`config.mk`:
```
export PLATFORM = sky130hd
export DESIGN_NAME = fct_queue
export DESIGN_NICKNAME = d
export VERILOG_FILES = /design/src/fct_pkg.sv /design/src/fct_queue.sv
export SDC_FILE = /design/constraint.sdc
export NUM_CORES = 1
export LEC_CHECK = 0
export BUFFER_PORTS_ARGS = -buffer_cell sky130_fd_sc_hd__buf_2
export CAP_MARGIN = 40
export CORE_UTILIZATION = 47
export DETAILED_ROUTE_END_ITERATION = 16
export PLACE_DENSITY = 0.75
export SLEW_MARGIN = 20
export SYNTH_ARGS = -nofsm -noshare
export SYNTH_HDL_FRONTEND = slang
export SYNTH_SLANG_ARGS = --single-unit
```
`constraint.sdc`:
```
create_clock -name clk -period 3.7 [get_ports clk]
set_clock_uncertainty 0.15 [all_clocks]
set_input_delay 0.555 -clock clk [delete_from_list [all_inputs] [get_ports clk]]
set_output_delay 0.555 -clock clk [all_outputs]
set_load 0.02 [all_outputs]
```
`src/fct_pkg.sv`:
```
// Shared types and constants for the FAT cluster table engine.
// Used by every module of the block; no dependencies.
`default_nettype none

package fct_pkg;

    // Table geometry
    localparam int TABLE_ENTRIES = 4096;
    localparam int IDX_W         = $clog2(TABLE_ENTRIES);
    localparam int CL_W          = 28;
    localparam int CC_W          = 12;
    localparam int LIM_W         = ((IDX_W > CC_W) ? IDX_W : CC_W) + 1;

    // FAT32 entry values
    localparam logic [31:0]     EOC_MARK      = 32'h0FFF_FFFF;
    localparam logic [CL_W-1:0] EOC_MIN       = 28'h0FFF_FFF8;
    localparam int              FIRST_CLUSTER = 2;

    // Request queue between front and back (depth a power of two)
    localparam int QDEPTH = 2;
    localparam int QPTR_W = $clog2(QDEPTH);
    localparam int QCNT_W = $clog2(QDEPTH + 1);

    // Register indexes on the configuration port
    localparam logic [1:0] REG_CLUSTER_COUNT = 2'd0;
    localparam logic [1:0] REG_SECTORS_PER   = 2'd1;
    localparam logic [1:0] REG_DATA_START    = 2'd2;

    typedef enum logic [1:0] {
        OP_LOOKUP = 2'd0,
        OP_SET    = 2'd1,
        OP_ALLOC  = 2'd2,
        OP_FREE   = 2'd3
    } op_t;

    typedef enum logic [1:0] {
        ST_OK    = 2'd0,
        ST_FULL  = 2'd1,
        ST_RANGE = 2'd2
    } status_t;

    typedef enum logic [3:0] {
        BK_CLEAR,
        BK_IDLE,
        BK_LOOK,
        BK_ALLOC,
        BK_FREE_CHK,
        BK_FREE_RD,
        BK_MUL,
        BK_ADD,
        BK_RESP
    } bk_state_t;

    typedef struct packed {
        op_t             op;
        logic [CL_W-1:0] cluster;
        logic [31:0]     entry_value;
        logic            in_range;
    } cmd_t;

    typedef struct packed {
        logic [CC_W-1:0] cluster_count;
        logic [7:0]      clus_sectors;
        logic [31:0]     data_start_sector;
    } cfg_t;

endpackage

`default_nettype wire

```
`src/fct_queue.sv`:
```
// Short command queue decoupling the front end from the table engine.
// Depends on fct_pkg for the command type and depth.
`default_nettype none

module fct_queue (
    input  wire logic            clk,
    input  wire logic            rst_n,
    input  wire logic            push_valid,
    output logic                 push_ready,
    input  wire fct_pkg::cmd_t   push_cmd,
    output logic                 pop_valid,
    input  wire logic            pop,
    output fct_pkg::cmd_t        pop_cmd
);
    import fct_pkg::*;

    cmd_t              slot_reg [QDEPTH];
    logic [QPTR_W-1:0] wr_ptr_reg;
    logic [QPTR_W-1:0] rd_ptr_reg;
    logic [QCNT_W-1:0] count_reg;
    logic              do_push;
    logic              do_pop;

    assign push_ready = (count_reg != QCNT_W'(QDEPTH));
    assign pop_valid  = (count_reg != '0);
    assign pop_cmd    = slot_reg[rd_ptr_reg];
    assign do_push    = push_valid && push_ready;
    assign do_pop     = pop && pop_valid;

    always_ff @(posedge clk or negedge rst_n)
    begin
        if (!rst_n)
        begin
            wr_ptr_reg <= '0;
            rd_ptr_reg <= '0;
            count_reg  <= '0;
        end
        else
        begin
            if (do_push)
            begin
                wr_ptr_reg <= wr_ptr_reg + 1'b1;
            end
            if (do_pop)
            begin
                rd_ptr_reg <= rd_ptr_reg + 1'b1;
            end
            unique case ({do_push, do_pop})
                2'b10:   count_reg <= count_reg + 1'b1;
                2'b01:   count_reg <= count_reg - 1'b1;
                default: count_reg <= count_reg;
            endcase
        end
    end

    always_ff @(posedge clk)
    begin
        if (do_push)
        begin
            slot_reg[wr_ptr_reg] <= push_cmd;
        end
    end

endmodule

`default_nettype wire

```
=== Yosys cells after proc, flatten, opt, wreduce, memory -nomap -nowiden ===
Memory sizes are Yosys's and may differ from the RTL's.
Index checks and enable logic that the tools add are counted.

* Input bits: 67
* Memories: 1
* Output and inout port bits: 65
* Register bits after elaboration: 4
* Memory bits (writable): 126
* Logic and storage cells: 18

{| class="wikitable"
|+ Memory list
! memory !! words !! bits a word !! rd ports !! clocked after memory_dff !! wr ports !! RTL line !! source
|-
| slot_reg || 2 || 63 || 1 || 0 || 1 || fct_queue.sv:17 || <nowiki>cmd_t slot_reg [QDEPTH];</nowiki>
|}

* Equality and inequality tests: 3
* Mux-type cells: 3
* Reductions and logical operators: 4
* Add/sub/neg operators: 4

{| class="wikitable"
|+ Operators by type and width
! cell !! number
|-
| 2-bit case mux with 2 select lines || 1
|-
| 2-bit nonzero test || 2
|-
| 1-bit adder (second input constant) || 2
|-
| 2-bit by 1-bit adder with 2-bit output (second input constant) || 1
|-
| 2-bit by 1-bit == test with 1-bit output (second input constant) || 1
|-
| 2-bit == test (second input constant) || 1
|-
| 1-bit logical AND || 2
|-
| 1-bit two-way mux || 2
|-
| 2-bit inequality test (second input constant) || 1
|-
| 2-bit by 1-bit subtractor with 2-bit output (second input constant) || 1
|}

=== Longest topological paths before layout ===
* Depth after elaboration: 4
* Mapped depth: 6
* Depth with buffers taken out: 6

=== Least setup slack after synthesis ===
OpenSTA, ideal clock, no wires.

* Path kind: register to register
* From: register count_reg[0]
* To: memory slot_reg[0][0] in the netlist's numbering, enable pin
* Path buffers: 0
* Setup time: 0.484 ns
* Slack: -0.375 ns
* Required time: 3.066 ns
* Data arrival time: 3.441 ns
* Period minus slack after synthesis: 4.075 ns
* Cell stages (with the launch flop): 4
* Cells stage by stage: dfrtp_1 > nand2b_1 > nand2_1 > nor2_1

* Cells in the longest elaborated chain, start to end: 4

{| class="wikitable"
|+ RTL lines
! item !! RTL line !! source
|-
| start, declared || fct_queue.sv:20 || <nowiki>logic [QCNT_W-1:0] count_reg;</nowiki>
|-
| start signal, assigned || fct_queue.sv:49 || <nowiki>2'b10: count_reg <= count_reg + 1'b1;</nowiki>
|-
| start signal, assigned || fct_queue.sv:50 || <nowiki>2'b01: count_reg <= count_reg - 1'b1;</nowiki>
|-
| start signal, assigned || fct_queue.sv:51 || <nowiki>default: count_reg <= count_reg;</nowiki>
|-
| 2-bit inequality test || fct_queue.sv:24 || <nowiki>assign push_ready = (count_reg != QCNT_W'(QDEPTH));</nowiki>
|-
| net push_ready || fct_queue.sv:9 || <nowiki>output logic push_ready,</nowiki>
|-
| 1-bit logical AND || fct_queue.sv:27 || <nowiki>assign do_push = push_valid && push_ready;</nowiki>
|-
| 1-bit two-way mux || fct_queue.sv:58 || <nowiki>if (do_push)</nowiki>
|-
| 1-bit two-way mux (not written as such) || fct_queue.sv:60 || <nowiki>slot_reg[wr_ptr_reg] <= push_cmd;</nowiki>
|-
| end, declared || fct_queue.sv:17 ||
|}

The timed path passes the listed nets, and every way through them passes these cells.

==> out/qor.csv <==
stage,metric,value,unit
logic_synthesis,async_flop_share,3.077,%
logic_synthesis,synth_warnings,0,
critical_path,path_cells,buf_12 > mux2_2 > buf_2,
timing,setup_ws,741.1,ps
timing,post-route-period-util,79.97,%
drt,firstDrtPassIters,4,
clock_network,cts-htree-levels,4,
grt,grt_overflow,0,
layout,postLayoutCellArea,6377,um^2
clock_network,insertion_delay,510,ps
logic_synthesis,synth.ff_latch_count,130,
clock_network,cts_buffers,17,
critical_path,cp.arrival,2250,ps
logic_synthesis,ys_top_cells_by_area,"edfxtp_1, mux2_4, dfrtp_1",
timing,setup_viol,0,
logic_synthesis,synth_top_cell_by_area,edfxtp_1,
logic_synthesis,synth_top_area_share,75.85,%
logic_synthesis,netlist_area,4989,um^2
critical_path,worstReg2RegEnd,slot_reg[1][45],
placed_design,portBuffers,131,
drt,num_vias,2411,
logic_synthesis,syn_inst,213,
grt,grt_max_degree,36,
critical_path,cpPeakStageDelay,840,ps
timing,fmax,338.0,MHz
power,power.leakage,0.002584,uW
critical_path,criticalPathCategory,reg -> out,
logic_synthesis,synth_edf_count,126,
hold_path,hold_path_class,in -> reg,
power,vdd_ir_drop_max,0.0005554,V
floorplanning,start_util,48.32,%
floorplanning,io_pins,132,
grt,grt_pass1_wl,12.66,mm
timing,hold_viol_final,0,
placed_design,dp_hpwl,5.301,mm
timing,slew_viol_final,0,
status,status,completed,
floorplanning,die_h,105.0,um
floorplanning,die_w,105.0,um
grt,antenna_found_initial,0,
grt,grt_pass1_vias,2560,
timing,rsz0062_at_grt,false,
logic_synthesis,ys_types,14,
clock_network,cts_buffer_depth,2,
layout,syn_to_final_growth,27.84,%
drt,drc,0,
layout,diodes,0,
logic_synthesis,synthTopCellsByCount,"edfxtp_1, mux2_4, buf_6",
drt,via_per_inst,4.737,
clock_network,clkSinkCount,130,
placed_design,place_ws,1230,ps
logic_synthesis,ys_seq_area_share,77.85,%
clock_network,clkTransAtPathRegs,60,ps
logic_synthesis,ys.flop_type,edfxtp_1,
layout,drive_above_1_share,60.32,%
logic_synthesis,syn_nets,281,
timing,slew_headroom,55.53,%
placed_design,place_congestion,0.6657,
critical_path,critical_path_required,2990,ps
critical_path,crit_path_end_kind,output pin,
grt,grt_usage,16.12,%
layout,nNetsFinal,430,
logic_synthesis,yosysMostFrequentCell,edfxtp_1,
critical_path,cp-start-kind,flip-flop,
layout,fin_cells,509,
critical_path,critPathMaxFanout,35,
layout,largest_reg_flops,126,
critical_path,r2r_start,count_reg[0],
drt,wire_per_inst,16.20,um
logic_synthesis,avgSynthCellArea,23.42,um^2
critical_path,crit_path_top_delay_cell,dfrtp_4,
critical_path,r2r_cells,3,
clock_network,cts_tree,built,
layout,fillers,765,
timing,tns,0,ps
hold_path,min_to,slot_reg[0][29],
critical_path,r2r_slack,1560,ps
clock_network,cts-root-buf,clkbuf_8,
power,power_density,875.4,nW/um^2
timing,worst_slew_pin_slew,667.1,ps
floorplanning,fp.coreArea,10320,um^2
drt,first_iter_violations,87,
hold_path,min_from,push_cmd[29],
floorplanning,rows,37,
job,maxCapViolations,0,
drt,antenna_left,0,
hold_path,hold_path_depth,1,
floorplanning,dieArea,11030,um^2
placed_design,dp.cells,478,
timing,period_minus_slack,2959,ps
placed_design,dpl_cell_area,5798,um^2
drt,drt-total-wl,8.246,mm
critical path, delay by kind of cell, from the launching register on:
kind / cells / cell delay, ps
muxes: 1 / 370
buffers and inverters: 2 / 480
DFF: 1 / 840
placed cells by master (no fill, tap or decap):
master,count
nor2_4,1
and2_4,1
ha_1,1
clkbuf_1,5
clkinv_2,1
clkinv_1,3
buf_12,1
clkbuf_8,1
dlygate4sd3_1,1
edfxtp_1,126
xnor2_1,3
nor2_1,1
mux2_4,59
buf_2,131
and3_2,1
nand2b_1,1
or2_1,1
clkbuf_16,16
buf_4,4
nand2_1,1
xor2_1,2
dfrtp_4,1
mux2_2,4
bufinv_16,4
dfrtp_1,3
kinds of logic after synthesis:
group / after synthesis / synth area share [%]
flops: 130 / 77.85
mux: 63 / 18.66
fa+ha+maj: 1 / 0.2508
buf+inv: 7 / 1.580
simple gates: 7 / 0.7778
xor+xnor: 5 / 0.8780
repair_timing:
action | CTS | global route
resized for setup | 0 | 0
hold endpoints to repair | 4 | 0
setup buffers | 0 | 0
hold buffers | 1 | 0
worst max path at each step:
| stage | start | to | slack (ps) | depth (start not counted) |
|---|---|---|---|---|
| finish | rd_ptr_reg | pop_cmd[45] | 740 | 3 |
| global route | rd_ptr_reg | pop_cmd[45] | 640 | 3 |
| CTS | rd_ptr_reg | pop_cmd[45] | 680 | 3 |
| detailed placement | rd_ptr_reg | pop_cmd[45] | 1230 | 3 |
| global placement | rd_ptr_reg | pop_cmd[45] | 1260 | 3 |
| floorplan | count_reg[0] | slot_reg[0][0] | 680 | 3 |
where the power goes:
group          switching [uW]  internal (uW)  total [uW]
clock                     539           1080        1620
combinational             930            823        1750
sequential                194           2020        2210
through the flow:
stage / hold slack (ps) / power (uW) / utilization, %
floorplan: 109.4 / 3562 / -
global placement: 214.9 / 3990 / 56.16
detailed placement: 218.4 / 4035 / 56.16
CTS: 50.67 / 5660 / 61.77
global route: 48.90 / 5823 / 61.77
finish: 78.59 / 5583 / 61.77
per-layer routing:
metal,track usage [%],part of all wire [%]
met5,0,0
met4,8.149,1.9
met3,6.051,5.6
met2,27.20,52
met1,17.82,41
layout make-up:
cell class                 instances  area [um^2]  area share (%)
tap                              136        170.2           2.668
clock buffer                      22        432.9           6.788
multi-input combinational         76         1035           16.23
timing repair buffer             137        715.7           11.22
clock inverter                     8        136.4           2.139
sequential                       130         3887           60.96
No activity file was read; power rests on OpenSTA's default activity.
