[src/fct_pkg.sv]
// Shared types and constants for the FAT cluster table engine.
// Used by every module of the block; no dependencies.
`default_nettype none

package fct_pkg;

    // Table geometry
    localparam int TABLE_ENTRIES = 4096;
    localparam int IDX_W         = $clog2(TABLE_ENTRIES);
    localparam int CL_W          = 28;
    localparam int CC_W          = 12;
    localparam int LIM_W         = ((IDX_W > CC_W) ? IDX_W : CC_W) + 1;

    // FAT32 entry values
    localparam logic [31:0]     EOC_MARK      = 32'h0FFF_FFFF;
    localparam logic [CL_W-1:0] EOC_MIN       = 28'h0FFF_FFF8;
    localparam int              FIRST_CLUSTER = 2;

    // Request queue between front and back (depth a power of two)
    localparam int QDEPTH = 2;
    localparam int QPTR_W = $clog2(QDEPTH);
    localparam int QCNT_W = $clog2(QDEPTH + 1);

    // Register indexes on the configuration port
    localparam logic [1:0] REG_CLUSTER_COUNT = 2'd0;
    localparam logic [1:0] REG_SECTORS_PER   = 2'd1;
    localparam logic [1:0] REG_DATA_START    = 2'd2;

    typedef enum logic [1:0] {
        OP_LOOKUP = 2'd0,
        OP_SET    = 2'd1,
        OP_ALLOC  = 2'd2,
        OP_FREE   = 2'd3
    } op_t;

    typedef enum logic [1:0] {
        ST_OK    = 2'd0,
        ST_FULL  = 2'd1,
        ST_RANGE = 2'd2
    } status_t;

    typedef enum logic [3:0] {
        BK_CLEAR,
        BK_IDLE,
        BK_LOOK,
        BK_ALLOC,
        BK_FREE_CHK,
        BK_FREE_RD,
        BK_MUL,
        BK_ADD,
        BK_RESP
    } bk_state_t;

    typedef struct packed {
        op_t             op;
        logic [CL_W-1:0] cluster;
        logic [31:0]     entry_value;
        logic            in_range;
    } cmd_t;

    typedef struct packed {
        logic [CC_W-1:0] cluster_count;
        logic [7:0]      clus_sectors;
        logic [31:0]     data_start_sector;
    } cfg_t;

endpackage

`default_nettype wire

[src/fct_front.sv]
// Front end: takes request words, checks the cluster against the table and
// holds one classified command for the queue. Depends on fct_pkg.
`default_nettype none

module fct_front (
    input  wire logic            clk,
    input  wire logic            rst_n,
    input  wire logic            req_valid,
    output logic                 req_ready,
    input  wire logic [1:0]      op,
    input  wire logic [27:0]     cluster,
    input  wire logic [31:0]     entry_value,
    input  wire logic            init_done,
    output logic                 push_valid,
    input  wire logic            push_ready,
    output fct_pkg::cmd_t        push_cmd
);
    import fct_pkg::*;

    logic cmd_vld_reg;
    cmd_t cmd_reg;

    // Nothing is taken while the table is being cleared
    assign req_ready  = init_done && (!cmd_vld_reg || push_ready);
    assign push_valid = cmd_vld_reg;
    assign push_cmd   = cmd_reg;

    always_ff @(posedge clk or negedge rst_n)
    begin
        if (!rst_n)
        begin
            cmd_vld_reg <= 1'b0;
        end
        else if (req_valid && req_ready)
        begin
            cmd_vld_reg <= 1'b1;
        end
        else if (push_ready)
        begin
            cmd_vld_reg <= 1'b0;
        end
    end

    always_ff @(posedge clk)
    begin
        if (req_valid && req_ready)
        begin
            cmd_reg.op          <= op_t'(op);
            cmd_reg.cluster     <= cluster;
            cmd_reg.entry_value <= entry_value;
            cmd_reg.in_range    <= (32'(cluster) < 32'(TABLE_ENTRIES));
        end
    end

endmodule

`default_nettype wire

[config.mk]
export PLATFORM = sky130hd
export DESIGN_NAME = fct_front
export DESIGN_NICKNAME = d
export VERILOG_FILES = /design/src/fct_pkg.sv /design/src/fct_front.sv
export SDC_FILE = /design/constraint.sdc
export NUM_CORES = 1
export LEC_CHECK = 0
export BUFFER_PORTS_ARGS = -buffer_cell sky130_fd_sc_hd__buf_2
export CAP_MARGIN = 20
export CORE_MARGIN = 3
export CORE_UTILIZATION = 35
export DETAILED_ROUTE_END_ITERATION = 6
export PLACE_DENSITY = 0.69
export SYNTH_ARGS = -nofsm -noshare
export SYNTH_HDL_FRONTEND = slang
export SYNTH_SLANG_ARGS = --single-unit
[constraint.sdc]
create_clock -name clk -period 6.2 [get_ports clk]
set_clock_uncertainty 0.2 [all_clocks]
set_input_delay 1.24 -clock clk [delete_from_list [all_inputs] [get_ports clk]]
set_output_delay 1.24 -clock clk [all_outputs]
set_load 0.02 [all_outputs]
Yosys cells after proc, flatten, opt, wreduce, memory -nomap -nowiden:

Index checks and enable logic that the tools add are counted.

* register bits: 64
* input port bits: 67
* word-level logic and storage cells: 13

* order comparisons: 1
* reduce and logical (&&, ||, !) cells: 5
* multiplexer cells: 2

Operator list (count)
* 28-bit by 13-bit < comparator with 1-bit output, second input constant: 1
* 1-bit logical AND: 2
* 1-bit 2-to-1 mux: 2
* 2-bit nonzero test: 1
* 1-bit zero test: 1
* 1-bit logical OR: 1

Depth between registers and ports, before layout:

Gate-level depths: netlist (run 1).

* depth after elaboration: 5
* depth in mapped cells: 2
* mapped depth without buffers: 2

Least setup slack after synthesis (run 1):

OpenSTA, ideal clock, no wires.

* path type: input-to-reg
* from: input port push_ready
* to: register cmd_reg, in the netlist push_cmd[0], enable pin
* required time: 5.509 ns
* library setup time: 0.491 ns
* setup slack: 1.333 ns
* data arrival time: 4.176 ns
* stages: 2
* path through: nand2b_1 -> nor2b_1

* cells in the longest elaborated chain, start to end: 3

Ends and longest elaborated chain
* start: declaration: RTL line fct_front.sv:15 `input wire logic push_ready,`
* 1-bit logical OR: RTL line fct_front.sv:24 `assign req_ready = init_done && (!cmd_vld_reg || push_ready);`
* 1-bit logical AND: RTL line fct_front.sv:24
* 1-bit logical AND: RTL line fct_front.sv:46 `if (req_valid && req_ready)`
* end: declaration: RTL line fct_front.sv:21 `cmd_t cmd_reg;`

No other way between the ends.
A chain may end at the register's enable or synchronous reset.

Worst setup path after layout (run 1):

* from: input port push_ready
* to: output port req_ready

* cells in the longest elaborated chain, start to end: 2

Ends and longest elaborated chain
* 1-bit logical OR: RTL line fct_front.sv:24
* 1-bit logical AND: RTL line fct_front.sv:24
* end: declaration: RTL line fct_front.sv:9 `output logic req_ready,`

No other way between the ends.

==> results of run 1 <==
==> worst max-delay path by stage <==
stage,cells after the start,from,to,slack (ps)
floorplan,2,push_ready,push_cmd[0],1330
global placement,4,push_ready,req_ready,2970
detailed placement,4,push_ready,req_ready,2950
CTS,4,push_ready,req_ready,2950
global route,4,push_ready,req_ready,2910
finish,4,push_ready,req_ready,2950
==> tightest hold or removal path, delay by kind of cell (launching register included) <==
family | cells | cell delay [ps]
flip-flops | 1 | 340
AND/OR/NAND/NOR | 2 | 150
==> logic make-up after synthesis <==
logic type       after synthesis
DFF                           64
and+or+nand+nor               10
==> power by group through the flow <==
| stage | Combinational [mW] | Clock (mW) | Sequential, mW |
|---|---|---|---|
| after global routing | 0.0791 | 0.449 | 0.503 |
| after detailed placement | 0.0746 | 0 | 0.511 |
| after global placement | 0.0734 | 0 | 0.510 |
| after floorplan | 0.00864 | 0 | 0.536 |
| after CTS | 0.0747 | 0.428 | 0.502 |
| final | 0.0730 | 0.414 | 0.501 |
==> cell usage after synthesis, drive strengths merged <==
cell type / number
and2: 1
and4: 1
dfrtp: 1
edfxtp: 63
nand2: 2
nand2b: 1
nor2b: 1
nor4: 4
==> metal layers <==
metal	vias up	wire (um)	track usage, %
li1	591	-	-
met1	547	1594	15.05
met2	87	2186	21.10
met3	9	602	5.654
met4	0	77	8.108
met5	-	0	0
==> layout make-up <==
cell class | count | area share, %
Tap cell | 70 | 2.949
Clock inverter | 6 | 3.623
Clock buffer | 10 | 4.297
Multi-Input combinational cell | 10 | 2.275
Timing Repair Buffer | 132 | 22.33
Sequential cell | 64 | 64.53
==> sequential cells by signal (all words and copies together) (netlist names) <==
name and cells:
push_cmd 63, push_valid 1
==> stage by stage <==
step	hold WS, ps	utilization (%)	area [sq um]	cells	total power [mW]
global route	401.1	56.36	2970	292	1.031
floorplan	413.0	-	1977	74	0.5450
detailed placement	317.9	51.90	2735	276	0.5856
finish	323.3	56.36	2970	292	0.9886
CTS	333.9	56.36	2970	292	1.005
global placement	301.7	51.90	2735	276	0.5838
==> flow_summary_export.csv, run 1 <==
group,metric,value,unit
status,outcome,"finished, final reports clean",
timing,drv_slew,0,
yosys,synth_compound_area_share,0,%
timing,tightest_slew,617.8,ps
critical_path,critPathBufInv,2,
timing,setup_tns,0,ps
clocking,clkTransAtPathRegs,70,ps
route,drt-total-wl,4459,um
power_and_ir_drop,internal_power,0.7909,mW
critical_path,r2r_slack,4190,ps
timing,fin_crit_sh,52.34,%
global_routing,overflow,0,
min_path,min_to,"push_valid",
route,dr_total_vias,1234,
timing,period_minus_slack,3245,ps
critical_path,cp.required,4760,ps
yosys,yosys.area_share.xor_xnor,0,%
floorplan,die_h,81.16,um
critical_path,r2r_cells,3,
timing,finalHoldViolCount,0,
yosys,syn_area,1977,sq um
clocking,cts_root_buffer,"clkbuf_8",
timing,max_freq,308.1,MHz
yosys,synth_top_area_cell,"edfxtp_1",
power_and_ir_drop,pwr-share-seq,50.7,%
timing,setup_viol,0,
floorplan,ios,132,
min_path,hold_depth,2,
clocking,cts_num_sinks,64,
floorplan,rows,26,
critical_path,crit_slowest_cell,"nand2b_1",
floorplan,die_area,6586,sq um
placed_design,port_buffers,131,
min_path,worstHoldStart,"push_valid",
layout,drive_gt1_share,66.67,%
clocking,cts_buffers,9,
clocking,htreeDepth,3,
layout,multi_input_area,67.56,sq um
yosys,synth_top_family_by_area,"simple AND/OR/NAND/NOR gates",
layout,layout_commonest_cell,"buf_2",
yosys,ys_top_cells_by_area,"edfxtp_1 (96%), dfrtp_1 (1.3%), nor4_1 (1.3%), and4_1 (0.44%), nand2_1 (0.38%)",
clocking,cts.path.max_buffers,2,
yosys,netlist_instances,74,
flow_run,maxCapViolations,0,
critical_path,cp_slowest_stage_delay,160,ps
placed_design,place_congestion,0.6644,
global_routing,grt_pass1_wl,5954,um
yosys,syn-num-nets,141,
route,drtAntennaViolNets,0,
power_and_ir_drop,power_frac_comb,7.4,%
yosys,ys_seq_area_share,96.96,%
floorplan,initial_core_util,37.51,%
yosys,synth_top_area_share,95.70,%
timing,rsz0062_at_grt,"no",
power_and_ir_drop,ir_worst_vdd,0.1709,mV
power_and_ir_drop,clockPowerShare,41.9,%
yosys,ys_warn_count,0,
critical_path,crit_path_max_fanout,3,
yosys,avgSynthCellArea,26.71,sq um
timing,fin_ws,2955,ps
global_routing,track_usage,13.37,%
placed_design,hpwl,3473,um
placed_design,dpl_worst_slack,2946,ps
power_and_ir_drop,netSwitchingFraction,20.00,%
layout,final_cell_mix,"buf_2 (131), edfxtp_1 (63), clkbuf_8 (9)",
route,post_drt_wl_per_cell,15.27,um
yosys,yosys.area_share.simple,3.038,%
floorplan,core,5270,sq um
critical_path,end_kind,"primary output",
clocking,ctsResizeCount,0,
global_routing,first_global_vias,1184,
route,via_per_inst,4.226,
clocking,cts_tree,"yes",
clocking,postCtsSetupBuffers,0,
critical_path,r2r-end,"push_cmd[42]",
critical_path,critPathArrivalTime,1810,ps
layout,diodes,0,
power_and_ir_drop,p_sw,0.1977,mW
critical_path,cp-start-kind,"input port",
critical_path,crit_top_cell,"buf_2",
power_and_ir_drop,p_per_area,332.8,nW/um^2
yosys,synth-adder-area-share,0,%
route,drt_iter0_markers,76,
power_and_ir_drop,p_leak,1.265,nW
yosys,synth_seq_cells,64,
layout,regArea,1917,sq um
critical_path,crit_chain,"buf_2 -> nand2b_1 -> and2_1 -> buf_2",
route,drc,0,
timing,slew_headroom,58.82,%
critical_path,r2r_start,"push_valid",
floorplan,die_w,81.16,um
layout,fillers,445,
yosys,synthMuxAreaShare,0,%
layout,syn2layout_area_growth,50.25,%
critical_path,cpLargestDelayFamily,"simple AND/OR/NAND/NOR gates",
global_routing,antenna_found_initial,0,
clocking,clock_latency,320,ps
clocking,hold_buffers,0,
critical_path,crit_type,"input port to primary output",
layout,final_nets,284,
yosys,ys_types,8,
min_path,hold_path.class,"flop to flop",
route,drtPass1Iterations,4,
global_routing,grt_max_degree,53,
Power figures use the tool's default switching activity.
==> inputs of run 2 (changes only) <==
Clock period 6.2 ns to 3.2 ns, I/O delays scaled along.
==> flow_summary_export.csv, run 2 (same netlist as run 1, synthesis figures left out) <==
group,metric,value,unit
clocking,cts_buffers,9,
timing,drv_slew,0,
floorplan,core,5270,sq um
critical_path,crit_top_cell,"buf_2",
placed_design,dpl_cell_area,2748,sq um
global_routing,track_usage,13.79,%
critical_path,crit_path_max_fanout,3,
layout,drive_gt1_share,66.37,%
layout,final_cell_mix,"buf_2 (131), edfxtp_1 (63), clkbuf_8 (9)",
critical_path,critPathArrivalTime,1220,ps
route,via_per_inst,4.246,
clocking,hold_buffers,1,
clocking,cts.path.max_buffers,2,
placed_design,place_congestion,0.6743,
global_routing,antenna_found_initial,0,
floorplan,ios,132,
layout,fin_cells,293,
timing,finalHoldViolCount,0,
floorplan,initial_core_util,37.51,%
placed_design,port_buffers,131,
route,wl_met3,534,um
layout,syn2layout_area_growth,48.99,%
critical_path,crit_chain,"buf_2 -> nand2b_1 -> and2_1 -> buf_2",
critical_path,cp-start-kind,"input port",
route,post_drt_wl_per_cell,15.81,um
layout,largest_reg_flops,63,
timing,period_minus_slack,2056,ps
layout,final_area,2945,sq um
clocking,cts_tree,"yes",
route,drtPass1Iterations,4,
power_and_ir_drop,p_leak,1.248,nW
global_routing,grt_pass1_wl,6078,um
clocking,cts_num_sinks,64,
clocking,ctsResizeCount,0,
timing,tightest_slew,361.0,ps
route,top_layer,"met4",
floorplan,rows,26,
route,dr_total_vias,1244,
layout,final_nets,285,
timing,rsz0062_at_grt,"no",
route,drt-total-wl,4631,um
critical_path,cp_slowest_stage_delay,170,ps
route,wl_met1,1856,um
route,drt_iter0_markers,65,
critical_path,cp.required,2360,ps
clocking,clkTransAtPathRegs,70,ps
clocking,clock_latency,320,ps
timing,max_freq,486.4,MHz
flow_run,maxCapViolations,0,
global_routing,grt_max_degree,64,
timing,setup_tns,0,ps
global_routing,overflow,0,
timing,whs,286.0,ps
layout,layout_commonest_cell,"buf_2",
route,drc,0,
route,dr_wl_met2,2175,um
global_routing,first_global_vias,1151,
timing,fin_crit_sh,64.25,%
clocking,cts_root_buffer,"clkbuf_8",
clocking,postCtsSetupBuffers,0,
floorplan,die_area,6586,sq um
timing,setup_viol,0,
critical_path,end_kind,"primary output",
status,outcome,"finished, final reports clean",
floorplan,die_h,81.16,um
critical_path,crit_type,"input port to primary output",
route,drtAntennaViolNets,0,
floorplan,die_w,81.16,um
min_path,hold_path.class,"input port to flop",
layout,diodes,0,
power_and_ir_drop,ir_worst_vdd,0.2332,mV
power_and_ir_drop,p_per_area,599.9,nW/um^2
timing,slew_headroom,75.71,%
placed_design,dp_cells,276,
clocking,htreeDepth,3,
critical_path,crit_slowest_cell,"nand2b_1",
==> run 2: cell types whose count changed in the layout (fill, tap and decap cells not counted), sizes merged <==
cell and delta:
bufinv -2, clkinvlp +1, dlygate4sd3 +1, clkinv +1
==> run 2: critical path: cells and delay by family <==
kind | cells | cell delay [ps]
simple gates | 2 | 330
buf+inv | 2 | 240
==> run 2: final cells by class <==
type                       count  area [sq um]
fill                         450          2325
sequential                    64          1917
timing repair buffer         133         685.7
clock buffer                  10         127.6
tap                           70         87.58
multi-input combinational     10         67.56
clock inverter                 6         60.06
==> run 2: power by group <==
part	switching (mW)	leakage, nW	total, mW	internal (mW)
logic	0.0904	0.556	0.147	0.0564
registers	0.00764	0.600	0.971	0.964
clock network	0.293	0.0920	0.649	0.356
==> run 2: path summary, 6_finish.rpt <==
path	cells after the start	end	slack, ps	from
hold reg to reg	2	push_valid	340	push_valid
setup / recovery	4	req_ready	1140	push_ready
max in group asynchronous	2	push_valid	2280	rst_n
min in group asynchronous	2	push_valid	440	rst_n
hold / removal	1	push_cmd[6]	290	entry_value[5]
setup reg to reg	3	push_cmd[7]	1670	push_valid
==> run 2: layer usage <==
metal  global-route usage [%]  up-vias
li1                         -      587
met2                    20.94       85
met3                    5.987        4
met5                        0        -
met4                    8.615        0
met1                    16.04      568
==> run 2: metrics by stage <==
step	setup WS (ps)	utilization [%]	total power [mW]
after floorplan	141.8	-	1.054
after global placement	1173	52.14	1.133
after detailed placement	1142	52.14	1.137
after CTS	1142	55.89	1.787
after global routing	1124	55.89	1.839
final	1144	55.89	1.767
==> inputs of run 3 (changes only) <==
Clock period 3.2 ns to 2.15 ns, I/O delays scaled along.
==> flow_summary_export.csv, run 3 (same netlist as run 1, synthesis figures left out) <==
group,metric,value,unit
floorplan,die_area,6586,sq um
layout,drive_gt1_share,67.26,%
critical_path,cp.required,1520,ps
clocking,cts_buffers,9,
timing,rsz0062_at_grt,"no",
clocking,clock_latency,320,ps
global_routing,grt_max_degree,64,
route,drt-total-wl,4626,um
critical_path,cp_slowest_stage_delay,400,ps
critical_path,crit_type,"flop to primary output",
layout,diodes,0,
global_routing,first_global_vias,1216,
timing,slew_headroom,77.03,%
route,post_drt_wl_per_cell,15.79,um
critical_path,critical_path.endpoint,"req_ready",
critical_path,critPathArrivalTime,1100,ps
clocking,postCtsSetupBuffers,0,
floorplan,core,5270,sq um
critical_path,crit_slowest_cell,"dfrtp_2",
route,drtAntennaViolNets,0,
placed_design,port_buffers,131,
power_and_ir_drop,ir_worst_vdd,0.4424,mV
global_routing,grt_pass1_wl,6244,um
timing,tightest_slew,344.6,ps
timing,setup_tns,0,ps
critical_path,r2r_cells,3,
timing,drv_slew,0,
clocking,htreeDepth,3,
critical_path,cp-start-kind,"flop",
critical_path,startpoint,"push_valid",
critical_path,r2r_slack,590,ps
placed_design,place_congestion,0.6736,
placed_design,dpl_cell_area,2749,sq um
global_routing,track_usage,13.62,%
critical_path,crit_chain,"nand2b_1 -> and2_1 -> buf_2",
layout,fillers,464,
floorplan,rows,26,
timing,setup_viol,0,
power_and_ir_drop,p_per_area,932.4,nW/um^2
critical_path,crit_path_max_fanout,3,
layout,final_nets,285,
flow_run,maxCapViolations,0,
min_path,hold_path.class,"input port to flop",
floorplan,ios,132,
global_routing,antenna_found_initial,0,
critical_path,r2r-end,"push_cmd[13]",
timing,whs,76.33,ps
critical_path,r2r_start,"push_valid",
clocking,cts_num_sinks,64,
layout,syn2layout_area_growth,50.70,%
timing,period_minus_slack,1735,ps
route,dr_total_vias,1225,
clocking,cts.path.max_buffers,2,
min_path,worstHoldStart,"entry_value[16]",
timing,max_freq,576.5,MHz
route,drtPass1Iterations,4,
timing,finalHoldViolCount,0,
global_routing,overflow,0,
status,outcome,"finished, final reports clean",
floorplan,die_w,81.16,um
route,drc,0,
timing,fin_crit_sh,80.68,%
clocking,cts_root_buffer,"clkbuf_8",
layout,final_area,2979,sq um
layout,layout_commonest_cell,"buf_2",
layout,largest_reg_flops,63,
clocking,cts_tree,"yes",
route,drt_iter0_markers,71,
layout,final_util,56.53,%
route,via_per_inst,4.181,
clocking,clkTransAtPathRegs,70,ps
power_and_ir_drop,p_leak,1.268,nW
layout,final_cell_mix,"buf_2 (131), edfxtp_1 (63), clkbuf_8 (9)",
critical_path,end_kind,"primary output",
floorplan,initial_core_util,37.51,%
floorplan,die_h,81.16,um
==> run 3: changes by cell type in the layout (fill, tap and decap cells not counted), sizes merged <==
cell      previous run  this run
bufinv               1         2
clkbuf              10         9
clkinv               3         5
clkinvlp             2         0
==> run 3: worst min path at each step <==
stage	to	slack [ps]	depth (start not counted)
global placement	push_valid	8	1
floorplan	push_valid	-70	0
finish	push_cmd[17]	80	1
global route	push_cmd[18]	50	1
CTS	push_cmd[20]	50	1
detailed placement	push_valid	7	1
==> run 3: where the power goes <==
| group | internal (mW) | total [mW] | switching, mW | leakage [nW] |
|---|---|---|---|---|
| logic | 0.0838 | 0.217 | 0.133 | 0.556 |
| clock network | 0.654 | 1.11 | 0.461 | 0.113 |
| registers | 1.43 | 1.45 | 0.0120 | 0.599 |
| total | 2.17 | 2.78 | 0.606 | 1.27 |
==> run 3: routing by layer <==
metal / share of wire (%) / vias to the layer above / wire, um / track usage (%)
met5: 0 / - / 0 / 0
met2: 51 / 76 / 2377 / 23.15
met4: 0.50 / 0 / 23 / 8.108
met3: 11 / 4 / 499 / 4.324
met1: 37 / 555 / 1726 / 14.87
li1: - / 590 / - / -
==> run 3: timing repair <==
| action | 4_1_cts | 5_1_grt |
|---|---|---|
| hold buffers | 1 | 0 |
| hold endpoints to repair | 1 | 0 |
| gates resized for setup | 0 | 0 |
==> run 3: cell type report <==
type / count / area, sq um / share of cell area, %
tap: 70 / 87.58 / 2.940
sequential: 64 / 1918 / 64.38
multi-input combinational: 10 / 67.56 / 2.268
clock buffer: 9 / 123.9 / 4.158
timing repair buffer: 133 / 685.7 / 23.02
clock inverter: 7 / 96.34 / 3.234
==> run 3: critical path, delay by kind of cell, from the launching register on <==
family	cells	cell delay [ps]
flip-flops	1	400
AND/OR/NAND/NOR	2	240
buffers and inverters	1	150
==> run 3: per-stage QoR <==
step | worst slack (ps) | std cells | total power [mW]
CTS | 383.2 | 293 | 2.816
global placement | 508.5 | 276 | 1.687
floorplan | -3.555 | 74 | 1.569
detailed placement | 462.9 | 276 | 1.693
global route | 346.9 | 293 | 2.890
finish | 415.4 | 293 | 2.778
